### config.mk
export PLATFORM = sky130hd
export DESIGN_NAME = edcs_sqrt
export DESIGN_NICKNAME = d
export VERILOG_FILES = /design/src/sv/edcs_pkg.sv /design/src/sv/edcs_sqrt.sv
export SDC_FILE = /design/constraint.sdc
export NUM_CORES = 1
export LEC_CHECK = 0
export CORE_ASPECT_RATIO = 1.1
export CORE_UTILIZATION = 58
export DETAILED_ROUTE_END_ITERATION = 16
export DONT_BUFFER_PORTS = 1
export GPL_TIMING_DRIVEN = 0
export PLACE_DENSITY = 0.76
export REMOVE_ABC_BUFFERS = 1
export SLEW_MARGIN = 20
export SYNTH_ARGS = -nofsm -noshare
export SYNTH_HDL_FRONTEND = slang
export SYNTH_SLANG_ARGS = --single-unit
### constraint.sdc
create_clock -name i_clk -period 4.6 [get_ports i_clk]
set_clock_uncertainty 0.15 [all_clocks]
set_input_delay 1.15 -clock i_clk [delete_from_list [all_inputs] [get_ports i_clk]]
set_output_delay 1.15 -clock i_clk [all_outputs]
set_load 0.005 [all_outputs]
### src/sv/edcs_pkg.sv
// ----------------------------------------------------------------------------
// edcs_pkg
// Types, codes and fixed-point helpers shared by the disc collision step.
// ----------------------------------------------------------------------------
package edcs_pkg;

    // action codes
    localparam logic [1:0] ACT_LOAD = 2'd0;
    localparam logic [1:0] ACT_TICK = 2'd1;
    localparam logic [1:0] ACT_READ = 2'd2;

    // reply codes
    localparam logic [1:0] REPLY_LOAD = 2'd0;
    localparam logic [1:0] REPLY_TICK = 2'd1;
    localparam logic [1:0] REPLY_READ = 2'd2;

    // divider and square root widths
    localparam int NUM_W  = 50;
    localparam int DEN_W  = 23;
    localparam int QUO_W  = 27;
    localparam int RAD_W  = 50;
    localparam int ROOT_W = 25;

    // quotient bits for the normal and for the velocity exchange
    localparam logic [5:0] QB_NORM = 6'd23;
    localparam logic [5:0] QB_VEL  = 6'd27;

    typedef struct packed {
        logic signed [23:0] px;
        logic signed [23:0] py;
        logic signed [23:0] vx;
        logic signed [23:0] vy;
        logic [21:0]        rad;
        logic [21:0]        mass;
    } t_disc;

    // divide by 2^22, rounding toward zero
    function automatic logic signed [35:0] f_qtr(input logic signed [57:0] x);
        logic signed [57:0] t;
        t = x + (x[57] ? 58'sd4194303 : 58'sd0);
        return 36'(t >>> 22);
    endfunction

    function automatic logic signed [23:0] f_sat24(input logic signed [35:0] v);
        logic signed [23:0] r;
        if (v > 36'sd8388607) begin
            r = 24'sh7FFFFF;
        end else if (v < -36'sd8388608) begin
            r = 24'sh800000;
        end else begin
            r = v[23:0];
        end
        return r;
    endfunction

endpackage

### src/sv/edcs_sqrt.sv
// ----------------------------------------------------------------------------
// edcs_sqrt
// Integer square root, floor, one root bit per cycle.
// ----------------------------------------------------------------------------
module edcs_sqrt import edcs_pkg::*; (
    input  logic              i_clk,
    input  logic              i_rst_n,
    input  logic              i_start,
    input  logic [RAD_W-1:0]  i_rad,
    output logic              o_done,
    output logic [ROOT_W-1:0] o_root
);

    logic [RAD_W-1:0]  r_rad;
    logic [ROOT_W+1:0] r_rem;
    logic [ROOT_W-1:0] r_root;
    logic [4:0]        r_k;
    logic              r_busy;
    logic              r_done;

    logic [ROOT_W+3:0] c_t;
    logic [ROOT_W+3:0] c_trial;
    logic              c_ge;

    always_comb begin
        c_t     = {r_rem, r_rad[RAD_W-1:RAD_W-2]};
        c_trial = {2'b00, r_root, 2'b01};
        c_ge    = c_t >= c_trial;
    end

    always_ff @(posedge i_clk) begin
        if (!i_rst_n) begin
            r_busy <= 1'b0;
            r_done <= 1'b0;
        end else begin
            r_done <= 1'b0;
            if (i_start) begin
                r_rad  <= i_rad;
                r_rem  <= '0;
                r_root <= '0;
                r_k    <= 5'(ROOT_W - 1);
                r_busy <= 1'b1;
            end else if (r_busy) begin
                r_rem  <= c_ge ? (ROOT_W + 2)'(c_t - c_trial) : (ROOT_W + 2)'(c_t);
                r_root <= {r_root[ROOT_W-2:0], c_ge};
                r_rad  <= r_rad << 2;
                r_k    <= r_k - 5'd1;
                if (r_k == 5'd0) begin
                    r_busy <= 1'b0;
                    r_done <= 1'b1;
                end
            end
        end
    end

    assign o_done = r_done;
    assign o_root = r_root;

endmodule

After elaboration in Yosys (flattened, before gate mapping)
Index checks and enable logic that the tools add are counted.
Cells by class
  add/sub/neg operators: 2
  $lt $le $gt $ge: 1
  muxes and demuxes: 10
  bitwise gates (word level): 2
  reductions and logical operators: 4
Operators by type and width (number)
  $mux 50: 2
  $mux 27: 2
  $ge 29x27->1: 1
  $sub 27x27->27: 1
  $mux 25: 1
  $logic_not 5->1: 1
  $mux 5: 1
  $sub 5x1->5 const B: 1
  $mux 1: 4
  $reduce_or 3->1: 1
  $not 1->1: 2
  $reduce_and 2->1: 1
  $reduce_bool 2->1: 1
Storage, ports and cells
  register bits: 109
  bits of input ports: 53
  output and inout bits: 26
  word-level logic and storage cells: 25

Longest topological paths before layout
  depth after elaboration: 4
  gate-level depth with buffers: 12
  gate-level depth less buffers: 10

Worst setup path before layout
Ideal clock, no wire load.
  kind: input to register
  from: input i_start
  to: register r_root[0], in the netlist o_root[0] (enable)
  setup time: 0.475 ns
  arrival time: 3.924 ns
  required time: 3.975 ns
  slack: 0.051 ns
  stages on the path: 2
  path buffers: 1
  cell sequence: clkbuf_1 > o21a_1
On the way
  cells in the longest elaborated chain, start to end: 2
RTL lines
  start, declared: RTL line edcs_sqrt.sv:8  | input logic i_start,
  $reduce_bool 2->1 (no line)
  $reduce_and 2->1 (no line)
  end signal, assigned: RTL line edcs_sqrt.sv:45  | r_root <= {r_root[ROOT_W-2:0], c_ge};
  end, declared: RTL line edcs_sqrt.sv:16  | logic [ROOT_W-1:0] r_root;
Every way passes these cells.
A chain may end at the register's enable or synchronous reset.

Final worst setup path
  from: register r_root[7], in the netlist o_root[7]
  to: register r_rem[22], data pin
On the way
  cells in the longest elaborated chain, start to end: 3
  elaborated cells on any way between the ends: 4
  classes of those cells: 1 x add/sub; 1 x order compare; 2 x mux
RTL lines
  $sub 27x27->27 or $ge 29x27->1 (tied branches): RTL line edcs_sqrt.sv:44, edcs_sqrt.sv:28
  $mux 27 (*): RTL line edcs_sqrt.sv:44  | r_rem <= c_ge ? (ROOT_W + 2)'(c_t - c_trial) : (ROOT_W + 2)'(c_t);
  $mux 27 (*): RTL line edcs_sqrt.sv:43  | end else if (r_busy) begin
  end signal, assigned: RTL line edcs_sqrt.sv:44
  end, declared: RTL line edcs_sqrt.sv:15  | logic [ROOT_W+1:0] r_rem;
Mark *: on every way between the ends. The rest lies on a longest branch, timed or not. The select of a mux whose other input is x is not followed.

==> impl_metrics.env <==
export IMPL_yosysTopAreaCellShare_pct=53.08
export IMPL_hpwl_um=7403
export IMPL_syn_area_sq_um=6053
export IMPL_tns_ns=0
export IMPL_grt_max_degree=103
export IMPL_gp_congestion=0.8766
export IMPL_postRouteAntennaNets=0
export IMPL_wl_um=10960
export IMPL_fin_ws_ns=1.287
export IMPL_vias=3886
export IMPL_ir_worst_vdd_v=0.0002019
export IMPL_ctsHoldBuffers=0
export IMPL_grt_setup_unrepaired="no"
export IMPL_grt_ovfl_total=0
export IMPL_die_y_um=109.1
export IMPL_avgRoutedWirePerCell_um=17.16
export IMPL_avgSynthCellArea_sq_um=11.55
export IMPL_final_core_util_pct=63.06
export IMPL_setup_viol=0
export IMPL_worstPathRequired_ns=4.66
export IMPL_die_area_sq_um=10850
export IMPL_place_ws_ns=1.283
export IMPL_rows=38
export IMPL_ys_types=53
export IMPL_initial_core_util_pct=60.63
export IMPL_worstHoldPathType="reg2reg"
export IMPL_grt_util_all_layers_pct=21.24
export IMPL_period_share_pct=72.03
export IMPL_post_route_min_period_ns=3.313
export IMPL_cts_tree="built"
export IMPL_end_kind="flip-flop"
export IMPL_synth_top_area_cell="edfxtp_1"
export IMPL_p_per_area_nw_per_um2=370.7
export IMPL_async_flop_share_pct=0
export IMPL_ys_flop_type="edfxtp_1"
export IMPL_cts_buffers=9
export IMPL_h_tree_depth=3
export IMPL_fillCellCount=815
export IMPL_drive_gt1_share_pct=13.68
export IMPL_cts_buffer_depth=2
export IMPL_numPortBuffers=0
export IMPL_worst_pin_slew_ns=0.7337
export IMPL_outcome="completed"
export IMPL_yosys_top_cells_area="edfxtp_1 (53%), mux2_2 (8.9%), ha_1 (6.0%), nor2_1 (3.5%), a21oi_1 (2.9%)"
export IMPL_ys_seq_area_share_pct=53.74
export IMPL_critPathKind="reg2reg"
export IMPL_timing_final_hold_violations=0
export IMPL_holdWs_ns=0.3808
export IMPL_max_freq_mhz=301.8
export IMPL_drv_cap=0
export IMPL_critPathArrivalTime_ns=3.38
export IMPL_die_w_um=99.41
export IMPL_p_leak_uw=0.002338
export IMPL_pin_count=79
export IMPL_ctsResizeCount=0
export IMPL_drt_initial_drc_count=272
export IMPL_nNetsFinal=596
export IMPL_post_synth_top_count_cell="edfxtp_1"
export IMPL_grt_antenna_before_repair=0
export IMPL_clkTransAtPathRegs_ns=0.10
export IMPL_grt_pass1_vias=3900
export IMPL_drc_errors=0
export IMPL_ys_ff_latch=109
export IMPL_slew_violations=0
export IMPL_first_pass_iters=4
export IMPL_worstSkewPairLatency_ns=0.36
export IMPL_slew_headroom_pct=51.09
export IMPL_viasPerCell=6.081
export IMPL_ys_top_cells_by_count="edfxtp_1 (107), nor2_1 (56), mux2_2 (48)"
export IMPL_yosysWarningCount=0
export IMPL_grt_pass1_wl_um=18030
export IMPL_cts_sinks=109
export IMPL_cp_max_fo=23
export IMPL_antenna_cells=0
export IMPL_postSynthCellCount=524
export IMPL_post_cts_buffers=0
export IMPL_synth_edf_count=107
export IMPL_area_delta_synth_final_pct=4.010
export IMPL_coreArea_sq_um=9985
export IMPL_cts_root_buf="clkbuf_8"
export IMPL_worstSetupStartpointType="flip-flop"
-- cell families after synthesis --
family,Yosys count,share of synthesized area [%]
adders and majority gates,29,5.994
muxes,58,10.58
AOI/OAI and AO/OA,101,11.10
xor gates and xnor gates,22,3.183
and+or+nand+nor,146,11.41
buffers and inverters,59,3.989
DFF,109,53.74
-- layer usage --
layer / up-vias / track usage (%) / wire (um)
li1: 1897 / - / -
met1: 1868 / 25.80 / 4833
met2: 102 / 35.91 / 5248
met3: 19 / 6.026 / 670
met4: 0 / 8.508 / 211
met5: - / 0 / 0
-- flip-flops by register name, summed over array words and instances (netlist names) --
signal	cells
r_busy	1
r_rad	50
o_done	1
r_k	5
r_rem	27
o_root	25
-- placed cells by master, fill, tap and decap left out, types with 8 or more instances in the layout --
master,n
mux2i_1,10
nand3_1,10
edfxtp_1,107
ha_1,29
nor3_1,9
o21a_1,8
o21ai_0,19
nor2_1,56
a21oi_1,35
mux2_2,48
inv_1,36
clkbuf_8,9
xnor2_1,17
nand2_1,31
-- power breakdown --
part | switching, uW | internal (uW)
combinational | 337 | 251
sequential | 36.7 | 1200
clock | 312 | 200
-- through the flow --
| step | instances | cell area [sq um] | total power, uW |
|---|---|---|---|
| 2_1_floorplan | 502 | 5951 | 1720 |
| 3_3_place_gp | 622 | 6101 | 1820 |
| 3_5_place_dp | 623 | 6136 | 1837 |
| 4_1_cts | 639 | 6296 | 2344 |
| 5_1_grt | 639 | 6296 | 2458 |
| 6_report | 639 | 6296 | 2334 |
-- layout make-up --
type | count | area (sq um) | share of cell area, %
Sequential cell | 109 | 3253 | 51.67
Multi-Input combinational cell | 356 | 2566 | 40.76
Tap cell | 120 | 150.1 | 2.385
Clock buffer | 13 | 138.9 | 2.206
Inverter | 37 | 138.9 | 2.206
Timing Repair Buffer | 1 | 27.53 | 0.4372
Clock inverter | 3 | 21.27 | 0.3378
-- worst max-delay path: stages, from the launching register on --
cell and delay (ns):
edfxtp_1 0.40, inv_1 0.08, ha_1 0.44, and4_1 0.24, or3b_1 0.36, o22ai_2 0.14
nor4_2 0.10, o311ai_4 0.42, o21a_4 0.43, nand2_1 0.22, o21ai_1 0.19
-- final timing paths --
check             from        end  slack (ns)  depth (start not counted)
max          o_root[7]  r_rem[22]        1.29                         10
min             r_busy     o_done        0.38                          1
max reg2reg  o_root[7]  r_rem[22]        1.29                         10
min reg2reg     r_busy     o_done        0.38                          1
No activity file was read; power rests on OpenSTA's default activity.
