$ cat src/sv/edcs_pkg.sv
// ----------------------------------------------------------------------------
// edcs_pkg
// Types, codes and fixed-point helpers shared by the disc collision step.
// ----------------------------------------------------------------------------
package edcs_pkg;

    // action codes
    localparam logic [1:0] ACT_LOAD = 2'd0;
    localparam logic [1:0] ACT_TICK = 2'd1;
    localparam logic [1:0] ACT_READ = 2'd2;

    // reply codes
    localparam logic [1:0] REPLY_LOAD = 2'd0;
    localparam logic [1:0] REPLY_TICK = 2'd1;
    localparam logic [1:0] REPLY_READ = 2'd2;

    // divider and square root widths
    localparam int NUM_W  = 50;
    localparam int DEN_W  = 23;
    localparam int QUO_W  = 27;
    localparam int RAD_W  = 50;
    localparam int ROOT_W = 25;

    // quotient bits for the normal and for the velocity exchange
    localparam logic [5:0] QB_NORM = 6'd23;
    localparam logic [5:0] QB_VEL  = 6'd27;

    typedef struct packed {
        logic signed [23:0] px;
        logic signed [23:0] py;
        logic signed [23:0] vx;
        logic signed [23:0] vy;
        logic [21:0]        rad;
        logic [21:0]        mass;
    } t_disc;

    // divide by 2^22, rounding toward zero
    function automatic logic signed [35:0] f_qtr(input logic signed [57:0] x);
        logic signed [57:0] t;
        t = x + (x[57] ? 58'sd4194303 : 58'sd0);
        return 36'(t >>> 22);
    endfunction

    function automatic logic signed [23:0] f_sat24(input logic signed [35:0] v);
        logic signed [23:0] r;
        if (v > 36'sd8388607) begin
            r = 24'sh7FFFFF;
        end else if (v < -36'sd8388608) begin
            r = 24'sh800000;
        end else begin
            r = v[23:0];
        end
        return r;
    endfunction

endpackage

$ cat src/sv/edcs_div.sv
// ----------------------------------------------------------------------------
// edcs_div
// Restoring unsigned divider, one quotient bit per cycle. The caller gives
// the number of quotient bits; the numerator shifted right by that count
// must be below the divisor.
// ----------------------------------------------------------------------------
module edcs_div import edcs_pkg::*; (
    input  logic             i_clk,
    input  logic             i_rst_n,
    input  logic             i_start,
    input  logic [NUM_W-1:0] i_num,
    input  logic [DEN_W-1:0] i_den,
    input  logic [5:0]       i_qbits,
    output logic             o_done,
    output logic [QUO_W-1:0] o_quo
);

    logic [NUM_W-1:0] r_num;
    logic [DEN_W-1:0] r_den;
    logic [DEN_W:0]   r_rem;
    logic [5:0]       r_k;
    logic [QUO_W-1:0] r_q;
    logic             r_busy;
    logic             r_done;

    logic [5:0]       c_k;
    logic [DEN_W:0]   c_t;
    logic             c_ge;

    always_comb begin
        c_k  = r_k - 6'd1;
        c_t  = {r_rem[DEN_W-1:0], r_num[c_k]};
        c_ge = c_t >= {1'b0, r_den};
    end

    always_ff @(posedge i_clk) begin
        if (!i_rst_n) begin
            r_busy <= 1'b0;
            r_done <= 1'b0;
        end else begin
            r_done <= 1'b0;
            if (i_start) begin
                r_num  <= i_num;
                r_den  <= i_den;
                r_rem  <= (DEN_W + 1)'(i_num >> i_qbits);
                r_k    <= i_qbits;
                r_q    <= '0;
                r_busy <= 1'b1;
            end else if (r_busy) begin
                r_rem <= c_ge ? (c_t - {1'b0, r_den}) : c_t;
                r_q   <= {r_q[QUO_W-2:0], c_ge};
                r_k   <= c_k;
                if (c_k == 6'd0) begin
                    r_busy <= 1'b0;
                    r_done <= 1'b1;
                end
            end
        end
    end

    assign o_done = r_done;
    assign o_quo  = r_q;

endmodule

$ cat config.mk
export PLATFORM = sky130hd
export DESIGN_NAME = edcs_div
export DESIGN_NICKNAME = d
export VERILOG_FILES = /design/src/sv/edcs_pkg.sv /design/src/sv/edcs_div.sv
export SDC_FILE = /design/constraint.sdc
export NUM_CORES = 1
export LEC_CHECK = 0
export BUFFER_PORTS_ARGS = -buffer_cell sky130_fd_sc_hd__buf_2
export CAP_MARGIN = 20
export CORE_MARGIN = 2
export CORE_UTILIZATION = 45
export CTS_CLUSTER_DIAMETER = 40
export DETAILED_ROUTE_END_ITERATION = 10
export PLACE_DENSITY_LB_ADDON = 0.2
export SYNTH_ARGS = -nofsm -noshare
export SYNTH_HDL_FRONTEND = slang
export SYNTH_SLANG_ARGS = --single-unit
$ cat constraint.sdc
create_clock -name i_clk -period 4.59 [get_ports i_clk]
set_input_delay 0 -clock i_clk [delete_from_list [all_inputs] [get_ports i_clk]]
set_output_delay 0 -clock i_clk [all_outputs]
set_load 0.02 [all_outputs]
# Yosys cells after proc, flatten, opt, wreduce, memory -nomap -nowiden
# Cells that the tools add are included.
# Widths: inputs -> output; s select.
# totals
word_cells	31
regBits	131
inputBits	82
# classes
shifts	1
reduce_logical	5
order_cmp	2
muxes	12
n_bitwise	2
add_sub_neg	2
# ops
operator	n
$mux 23	3
$shr 50x6->23	1
$mux 27	1
$ge 24x23->1	1
$sub 23x23->23	1
$mux 6	2
$lt 6x7->1 const B	1
$bmux 1 s6	1
$logic_not 6->1	1
$sub 6x1->6 const B	1
$mux 1	5
$reduce_and 2->1	2
$reduce_or 3->1	1
$not 1->1	2
$reduce_bool 2->1	1

# Logic depth before layout (Yosys ltp)
# Gate-level depths: netlist (run 1).
# depth
word_depth	7
depth_mapped	23
ltp_nobuf	19

# Least setup slack after synthesis (run 1)
# OpenSTA, ideal clock, no wires.
# synth_path
path_type	register -> register
startpoint	reg r_k[0]
endpoint	reg r_rem[8], data pin
required_ns	4.329
synth_period_minus_slack_ns	4.784
path_slack_ns	-0.194
path_stages_with_launch	23
setup_ns	0.261
path_buffers	4
arrival_time_ns	4.523
cell_sequence	edfxtp_1 buf_6 buf_6 inv_1 ha_1 clkbuf_1 mux4_1 mux4_1 nand2_1 a21oi_2 a21oi_2 ha_1 inv_1 fa_1 a211o_1 o211ai_2 o21ai_2 o31ai_4 o21ai_4 o21ai_4 buf_6 nor3_1 a311o_1
# synth_between
elab_chain_cells	7
# synth_rtl
item	line_no	source
from (decl)	edcs_div.sv:21	logic [5:0] r_k;
from (signal assigned)	edcs_div.sv:46	r_k <= i_qbits;
from (signal assigned)	edcs_div.sv:52	r_k <= c_k;
$sub 6x1->6 (*)	edcs_div.sv:31	c_k = r_k - 6'd1;
$bmux 1 s6 (*)	edcs_div.sv:32	c_t = {r_rem[DEN_W-1:0], r_num[c_k]};
$mux 1 (implied by the code) (*)	edcs_div.sv:32	
$sub 23x23->23 or $ge 24x23->1 (tied branches)	edcs_div.sv:50, edcs_div.sv:33	
$mux 23 (*)	edcs_div.sv:50	r_rem <= c_ge ? (c_t - {1'b0, r_den}) : c_t;
$mux 23 (*)	edcs_div.sv:49	end else if (r_busy) begin
$mux 23 (*)	edcs_div.sv:42	if (i_start) begin
to (signal assigned)	edcs_div.sv:45	r_rem <= (DEN_W + 1)'(i_num >> i_qbits);
to (signal assigned)	edcs_div.sv:50	
to (decl)	edcs_div.sv:20	logic [DEN_W:0] r_rem;
# Mark *: on every way between the ends. The rest lies on a longest branch, timed or not. The select of a mux whose other input is x is not followed.
# A chain may end at the register's enable or synchronous reset.

# Worst setup path in the final report (run 1)
# layout_path
startpoint	reg r_k[0]
endpoint	reg r_rem[13], data pin
# The elaborated chain is that of the path after synthesis.

==> summary.md, run 1 <==
| Metric | Value |
|---|---|
| CTS clk-pin slew, worst paths | `~0.060 ns` |
| Die Wd | `approximately 150 um` |
| Wire length per cell | `around 20 um` |
| Vias per Instance | `slightly below 6` |
| Period minus WS final | `between 4 and 5 ns` |
| Type of element capturing the critical path | `flop` |
| Rel. slew slack | `0.351` |
| Wire length of the first global-routing pass | `38,500 um` |
| Final period util | `0.978` |
| Worst skew pair latency | `about 0.42 ns` |
| Reg2reg end | `r_rem[13]$_DFFE_PP_` |
| FF-to-FF Start | `r_k[0]$_DFFE_PP_` |
| Clock Skew | `around 0.0093 ns` |
| Detailed Routing Iterations Pass 1 | `7` |
| Hold-critical path depth | `2` |
| Top Ports | `110` |
| Critical Path Max Stage Delay | `about 0.51 ns` |
| Layout net count | `1,083` |
| Hold Path End | `o_quo[13]$_SDFFCE_PP0P_` |
| Area Overhead vs Synth | `24.9%` |
| Worst hold path type | `input port to flop` |
| Area leader, netlist | `edfxtp_1` |
| Vias | `about 7,300` |
| EDFF count, synth | `129` |
| Worst reg-to-reg path cell count | `20` |
| Synth area leaders | `edfxtp_1 43%, mux4_2 9.7%, mux2i_1 7.2%` |
| Status | `finished, final reports clean` |
| Final slew viol count | `0` |
| Hold_sp | `i_start` |
| Metal2 WL | `~12,000 um` |
| Distinct cells, synth | `between 60 and 70` |
| Ys Warns | `0` |
| Initial antenna violation count | `0` |
| Largest net degree at the start of global routing | `75` |
| Iteration-0 DRC Markers | `slightly above 900` |
| Register area share after synthesis | `0.434` |
| Yosys top cell area share | `0.429` |
| Most common library cells after synthesis | `129 x edfxtp_1, 96 x nand2_1, 65 x mux2i_1` |
| Worst Path Max Fanout | `8` |
| Ant. Diodes | `0` |
| CP startpoint kind | `flop` |
| Cts bufs inserted | `17` |
| Syn avg cell area | `about 11 um2` |
| Critical path, cell by cell | `inv_2, ha_4, buf_4, mux4_2, mux4_2, nand2_2, a21oi_2, a21oi_2, ha_2, inv_1, fa_2, a211o_1, o211ai_2, o21ai_2, o31ai_4, o21ai_4, o21ai_4, buf_12, mux2i_1, o211ai_1` |
| CP required | `about 4.7 ns` |
| Hold Vio Cnt, Final | `0` |
| Die Y | `around 150 um` |
| Crit path arrival time | `4.64 ns` |
| Leakage | `around 4.5 nW` |
| DRC Markers | `0` |
| Wire length on met1 | `around 11,000 um` |
| Clock tree from TritonCTS | `yes` |
| Grt ovf | `0` |
| Routability Congestion | `0.906` |
| Post-DRT Antenna Nets | `0` |
| Syn nets | `between 800 and 900` |
| Die area | `0.0212 mm2` |
| DP HPWL | `between 15,000 and 20,000 um` |
| Drt total wl | `about 25,000 um` |
| Primary FF master, synth | `edfxtp_1` |
| Initial Utilization | `0.461` |
| # fillers | `roughly 1,700` |
| CTS H-tree lvls | `4` |
| Final setup violation count | `0` |
| Root buffer cell | `clkbuf_16` |
| Most frequent cell after synthesis | `edfxtp_1` |
| Top sig layer | `met4` |
| Tightest Pin Transition | `0.974 ns` |
| Gr usage total | `0.232` |
| CP Class | `flop to flop` |
| Mapped Cells | `789` |
| Maximum VDD drop | `between 0.2 and 0.3 mV` |
| Slowest-stage cell, CP | `mux4_2` |
| Yosys reg bits | `roughly 130` |
| Final worst slack | `around 0.1 ns` |
| Met3 WL | `about 1800 um` |
| Pre-CTS setup slack | `-0.0229 ns` |
| Dpl cells | `1,134` |
| R2R Setup Slk | `approximately 0.10 ns` |
| Maximum buffer depth of the clock tree | `2` |
| Fraction of layout cells with a size suffix above 1 | `0.256` |
| Clk sinks | `approximately 130` |
| Number of port buffers | `approximately 110` |
| Ys async rst share | `0` |
| FP Rows | `51` |
| Pwr Density | `~350 mW/mm2` |
| Non-Filler Instances | `roughly 1,300` |
| Syn Std Cell Area | `~0.009 mm2` |
| MaxCap Viol Count | `0` |
| Number of global-route vias before repair | `roughly 6,800` |
| Fmax | `between 0.2 and 0.25 GHz` |
| Core area | `a little under 0.02 mm2` |
[worst max-delay path by stage]
stage	from	end	slack (ns)	cells after the start
2_1_floorplan	r_k[0]$_DFFE_PP_	r_rem[8]$_DFFE_PP_	0.009	22
3_3_place_gp	r_k[0]$_DFFE_PP_	r_rem[0]$_DFFE_PP_	0.07	19
3_5_place_dp	r_k[0]$_DFFE_PP_	r_rem[9]$_DFFE_PP_	-0.02	19
4_1_cts	r_k[0]$_DFFE_PP_	r_rem[18]$_DFFE_PP_	0.009	19
5_1_grt	r_k[0]$_DFFE_PP_	r_rem[13]$_DFFE_PP_	-0.05	20
6_report	r_k[0]$_DFFE_PP_	r_rem[13]$_DFFE_PP_	0.1	20
[state kept, by name, summed over array words and instances, names as in the netlist]
| signal | count |
|---|---|
| r_k | 6 |
| r_busy | 1 |
| o_done | 1 |
| r_den | 23 |
| r_rem | 23 |
| r_num | 50 |
| o_quo | 27 |
[through the flow]
step	hold WS, ns	cell area (um2)	util	TNS (ns)	total power, mW
finish	0.157	11300	0.576	0	3.99
global route	0.178	11300	0.576	-0.518	4.16
global placement	0.177	9850	0.503	0	2.55
floorplan	0.0989	9060	-	0	2.26
detailed placement	0.178	9850	0.503	-0.138	2.55
CTS	0.144	11200	0.570	0	3.95
[worst max-delay path, delay by kind of cell (launching register included)]
family / cells / cell delay [ns]
buf+inv: 4 / 0.49
compound gates: 9 / 1.47
fa+ha+maj: 3 / 0.76
flops: 1 / 0.40
mux: 3 / 1.00
simple gates: 1 / 0.09
[power by group]
group	internal (mW)	switching, mW
clock	0.824	0.510
sequential	1.44	0.0497
combinational	0.538	0.631
[area by class of cell]
| class | instances | area (um2) | share of cell area |
|---|---|---|---|
| multi-input cells | 570 | 4730 | 0.419 |
| flip-flops and latches | 131 | 3910 | 0.347 |
| repair buffers | 218 | 1590 | 0.141 |
| clock buffers | 22 | 464 | 0.0412 |
| well taps | 265 | 332 | 0.0294 |
| inverters | 37 | 139 | 0.0123 |
| clock inverters | 10 | 109 | 0.00965 |
[metal layers]
metal / track usage / up-vias
met5: 0 / -
met4: 0.0637 / 0
met3: 0.0489 / 36
met2: 0.363 / 314
met1: 0.331 / 3521
li1: - / 3411
[cells in the final DEF, fill, tap and decap left out, types with 5 or more instances in the layout]
master	instances
a211oi_1	6
a21oi_1	32
a22oi_1	6
a31oi_1	8
a32oi_1	8
and2_1	5
and3_1	5
buf_2	109
buf_4	30
clkbuf_16	17
clkinv_2	5
dlygate4sd3_1	74
edfxtp_1	129
ha_1	23
inv_1	34
mux2_2	8
mux2i_1	64
mux4_2	46
nand2_1	95
nand2b_1	7
nand3_1	16
nor2_1	34
nor2b_1	29
nor3_1	5
o211ai_1	11
o21ai_0	56
o311ai_0	5
xnor2_1	9
xor2_1	10
[kinds of logic (layout without fill, tap and decap cells)]
kind of cell | count (synthesis) | count (layout) | synth area share
DFF | 131 | 131 | 0.434
AOI/OAI and AO/OA | 184 | 184 | 0.139
muxes | 124 | 124 | 0.213
buffers and inverters | 88 | 287 | 0.0453
adders and majority gates | 26 | 26 | 0.0369
xor gates and xnor gates | 21 | 21 | 0.0204
and+or+nand+nor | 215 | 215 | 0.112
[timing repair]
item	in CTS	in global routing
gates cloned	0	0
hold endpoints to repair	74	0
pin swaps	2	5
buffers inserted	1	12
gates resized for setup	0	22
hold buffers	74	0
setup endpoints to repair	17	24
Power figures use the tool's default switching activity.
==> inputs of run 2 (changes only) <==
==> constraint.sdc (replaced) <==
create_clock -name i_clk -period 4.8 [get_ports i_clk]
set_input_delay 0 -clock i_clk [delete_from_list [all_inputs] [get_ports i_clk]]
set_output_delay 0 -clock i_clk [all_outputs]
set_load 0.02 [all_outputs]
==> run 2 against run 1 <==
  * Critical path depth increased by 1
  * Die area stayed put
  * Clock power down 4%
  * Total power decreased by 4.6%
  * Maximum frequency down 3.6%
  * Global-route usage decreased by 0.54 points
  * Sequential share of layout area barely moved
  * First-iteration DRC count is 33% lower
  * Via count is 1.6% lower
  * Worst hold slack worse by 0.047 ns
  * Critical endpoint is now r_rem[17]$_DFFE_PP_
  * Largest power group unchanged
  * Highest routed layer is now met5
==> summary.md, run 2 (synthesized netlist as in run 1, its figures left out) <==
| Metric | Value |
|---|---|
| Iteration-0 DRC Markers | `604 (-33%)` |
| Wire length of the first global-routing pass | `37,700 um (-2.1%)` |
| Worst Path Max Fanout | `6 (-2)` |
| Clk sinks | `131 (unchanged)` |
| Metal2 WL | `11,200 um (-3.3%)` |
| Initial Utilization | `0.461 (unchanged)` |
| Top reg by flops | `r_num` |
| CTS clk-pin slew, worst paths | `0.06 ns (about the same)` |
| Top sig layer | `met5` |
| Period minus WS final | `4.66 ns (+0.167 ns)` |
| Maximum buffer depth of the clock tree | `2 (unchanged)` |
| Slowest-stage cell, CP | `mux4_2` |
| Vias per Instance | `5.72 (-1.5%)` |
| CP Class | `flop to flop` |
| Final Core Density | `0.576 (about the same)` |
| Status | `finished, final reports clean` |
| Pwr Total | `3.81 mW (-4.6%)` |
| Worst skew pair latency | `0.43 ns (about the same)` |
| CP startpoint kind | `flop` |
| Maximum VDD drop | `0.254 mV (-6.2%)` |
| Layout net count | `1,082 (-0.092%)` |
| Hold Vio Cnt, Final | `0 (unchanged)` |
| Pre-CTS setup slack | `0.000433 ns (+0.0234 ns)` |
| DP HPWL | `17,100 um (-0.81%)` |
| Vias | `7,165 (-1.6%)` |
| Die area | `0.0212 mm2 (unchanged)` |
| Post-DRT Antenna Nets | `0 (unchanged)` |
| Hold_sp | `i_qbits[3]` |
| Rel. slew slack | `0.340 (-0.0110)` |
| Cts bufs inserted | `17 (unchanged)` |
| Worst reg-to-reg path cell count | `21 (+5.0%)` |
| Critical path, cell by cell | `inv_1, ha_4, buf_4, mux4_1, mux4_2, nand2_1, a21oi_2, a21oi_2, ha_1, inv_1, fa_1, a211o_1, o211ai_2, o21ai_2, o31ai_4, o21ai_4, o21ai_4, buf_12, clkbuf_4, buf_4, o311ai_0` |
| Hold Path End | `r_rem[13]$_DFFE_PP_` |
| Type of element capturing the critical path | `flop` |
| Critical Path Max Stage Delay | `0.46 ns (-0.05 ns)` |
| Fmax | `0.215 GHz (-3.6%)` |
| Drt total wl | `24,300 um (-2.2%)` |
| Met3 WL | `1380 um (-23%)` |
| DRC Markers | `0 (unchanged)` |
| Final period util | `0.970 (-0.00806)` |
| Initial antenna violation count | `2 (+2)` |
| Tightest Pin Transition | `0.991 ns (+0.0165 ns)` |
| FF-to-FF Start | `r_k[0]$_DFFE_PP_` |
| FP Rows | `51 (unchanged)` |
| Wire length on met1 | `11,200 um (+0.79%)` |
| Most frequent cells in the layout | `129 x edfxtp_1, 109 x buf_2, 96 x nand2_1` |
| Max FFs per register | `50 (unchanged)` |
| Final slew viol count | `0 (unchanged)` |
| Largest net degree at the start of global routing | `75 (unchanged)` |
| Design area | `0.0113 mm2 (about the same)` |
| Gr usage total | `0.227 (-0.00542)` |
| Dpl cells | `1,133 (-0.088%)` |
| Pwr Density | `337 mW/mm2 (-4.7%)` |
| Final setup violation count | `0 (unchanged)` |
| Crit path arrival time | `4.80 ns (+0.16 ns)` |
| Clock Skew | `0.0119 ns (+0.00266 ns)` |
| Detailed Routing Iterations Pass 1 | `5 (-2)` |
| Placement Cell Area | `0.00981 mm2 (-0.41%)` |
| Post-route setup TNS | `0 ns (unchanged)` |
| Commonest non-fill, non-tap cell in the layout | `edfxtp_1` |
| Wire length per cell | `19.4 um (-2.2%)` |
| MaxCap Viol Count | `0 (unchanged)` |
| Non-Filler Instances | `1,252 (-0.080%)` |
| Clock tree from TritonCTS | `yes` |
| Fraction of layout cells with a size suffix above 1 | `0.239 (-0.0167)` |
| Leakage | `4.48 nW (+0.40%)` |
| Core area | `0.0196 mm2 (unchanged)` |
| Final hold slack | `0.110 ns (-0.0467 ns)` |
| Area Overhead vs Synth | `25.0% (about the same)` |
| CTS H-tree lvls | `4 (unchanged)` |
| Worst hold path type | `input port to flop` |
| Top Ports | `110 (unchanged)` |
| Reg2reg end | `r_rem[17]$_DFFE_PP_` |
| CP required | `4.94 ns (+0.20 ns)` |
| Number of global-route vias before repair | `6,747 (-1.0%)` |
| Final worst slack | `0.143 ns (+0.0432 ns)` |
| Hold-critical path depth | `4 (+2)` |
| Grt ovf | `0 (unchanged)` |
| Root buffer cell | `clkbuf_16` |
| Die Wd | `146 um (unchanged)` |
| R2R Setup Slk | `0.14 ns (+0.04 ns)` |
| Routability Congestion | `0.941 (+3.9%)` |
| Number of port buffers | `109 (unchanged)` |
| Die Y | `146 um (unchanged)` |
## run 2: worst max-delay path by stage
stage                                 from                   to  slack, ns  cells after the start
after global routing      r_k[0]$_DFFE_PP_  r_rem[17]$_DFFE_PP_      -0.02                     21
final                     r_k[0]$_DFFE_PP_  r_rem[17]$_DFFE_PP_       0.14                     21
after detailed placement  r_k[1]$_DFFE_PP_   r_rem[9]$_DFFE_PP_     0.0004                     19
after floorplan           r_k[0]$_DFFE_PP_   r_rem[8]$_DFFE_PP_       0.02                     22
after CTS                 r_k[0]$_DFFE_PP_   r_rem[0]$_DFFE_PP_       0.06                     18
after global placement    r_k[1]$_DFFE_PP_   r_rem[0]$_DFFE_PP_       0.15                     19
## run 2: final cells by class
class                      instances  area, um2
antenna                            1       2.50
clock buffer                      18        429
clock inverter                    13        136
fill                            1664       8310
inverter                          37        139
multi-input combinational        570       4720
sequential                       131       3910
tap                              265        332
timing repair buffer             217       1610
## run 2: repair_timing
| item | CTS | global route |
|---|---|---|
| hold endpoints to repair | 74 | 0 |
| setup endpoints to repair | 1 | 19 |
| gates resized for setup | 1 | 9 |
| pin swaps | 0 | 5 |
| hold buffers | 74 | 0 |
| buffers inserted | 0 | 12 |
## run 2: routing by layer
metal  vias up  global-route usage
li1       3417                   -
met4         2              0.0706
met1      3423               0.327
met2       271               0.352
met3        52              0.0411
met5         -                   0
## run 2: critical path: cells and delay by family, from the launching register on
kind | cells | cell delay, ns
multiplexers | 2 | 0.76
AND/OR/NAND/NOR | 1 | 0.10
AO/OA/AOI/OAI | 9 | 1.49
buffers and inverters | 6 | 0.75
flip-flops | 1 | 0.39
adder cells (fa/ha/maj) | 3 | 0.87
## run 2: power by group
| group | internal (mW) | switching, mW |
|---|---|---|
| logic | 0.514 | 0.594 |
| clock network | 0.761 | 0.517 |
| registers | 1.38 | 0.0445 |
| total | 2.65 | 1.16 |
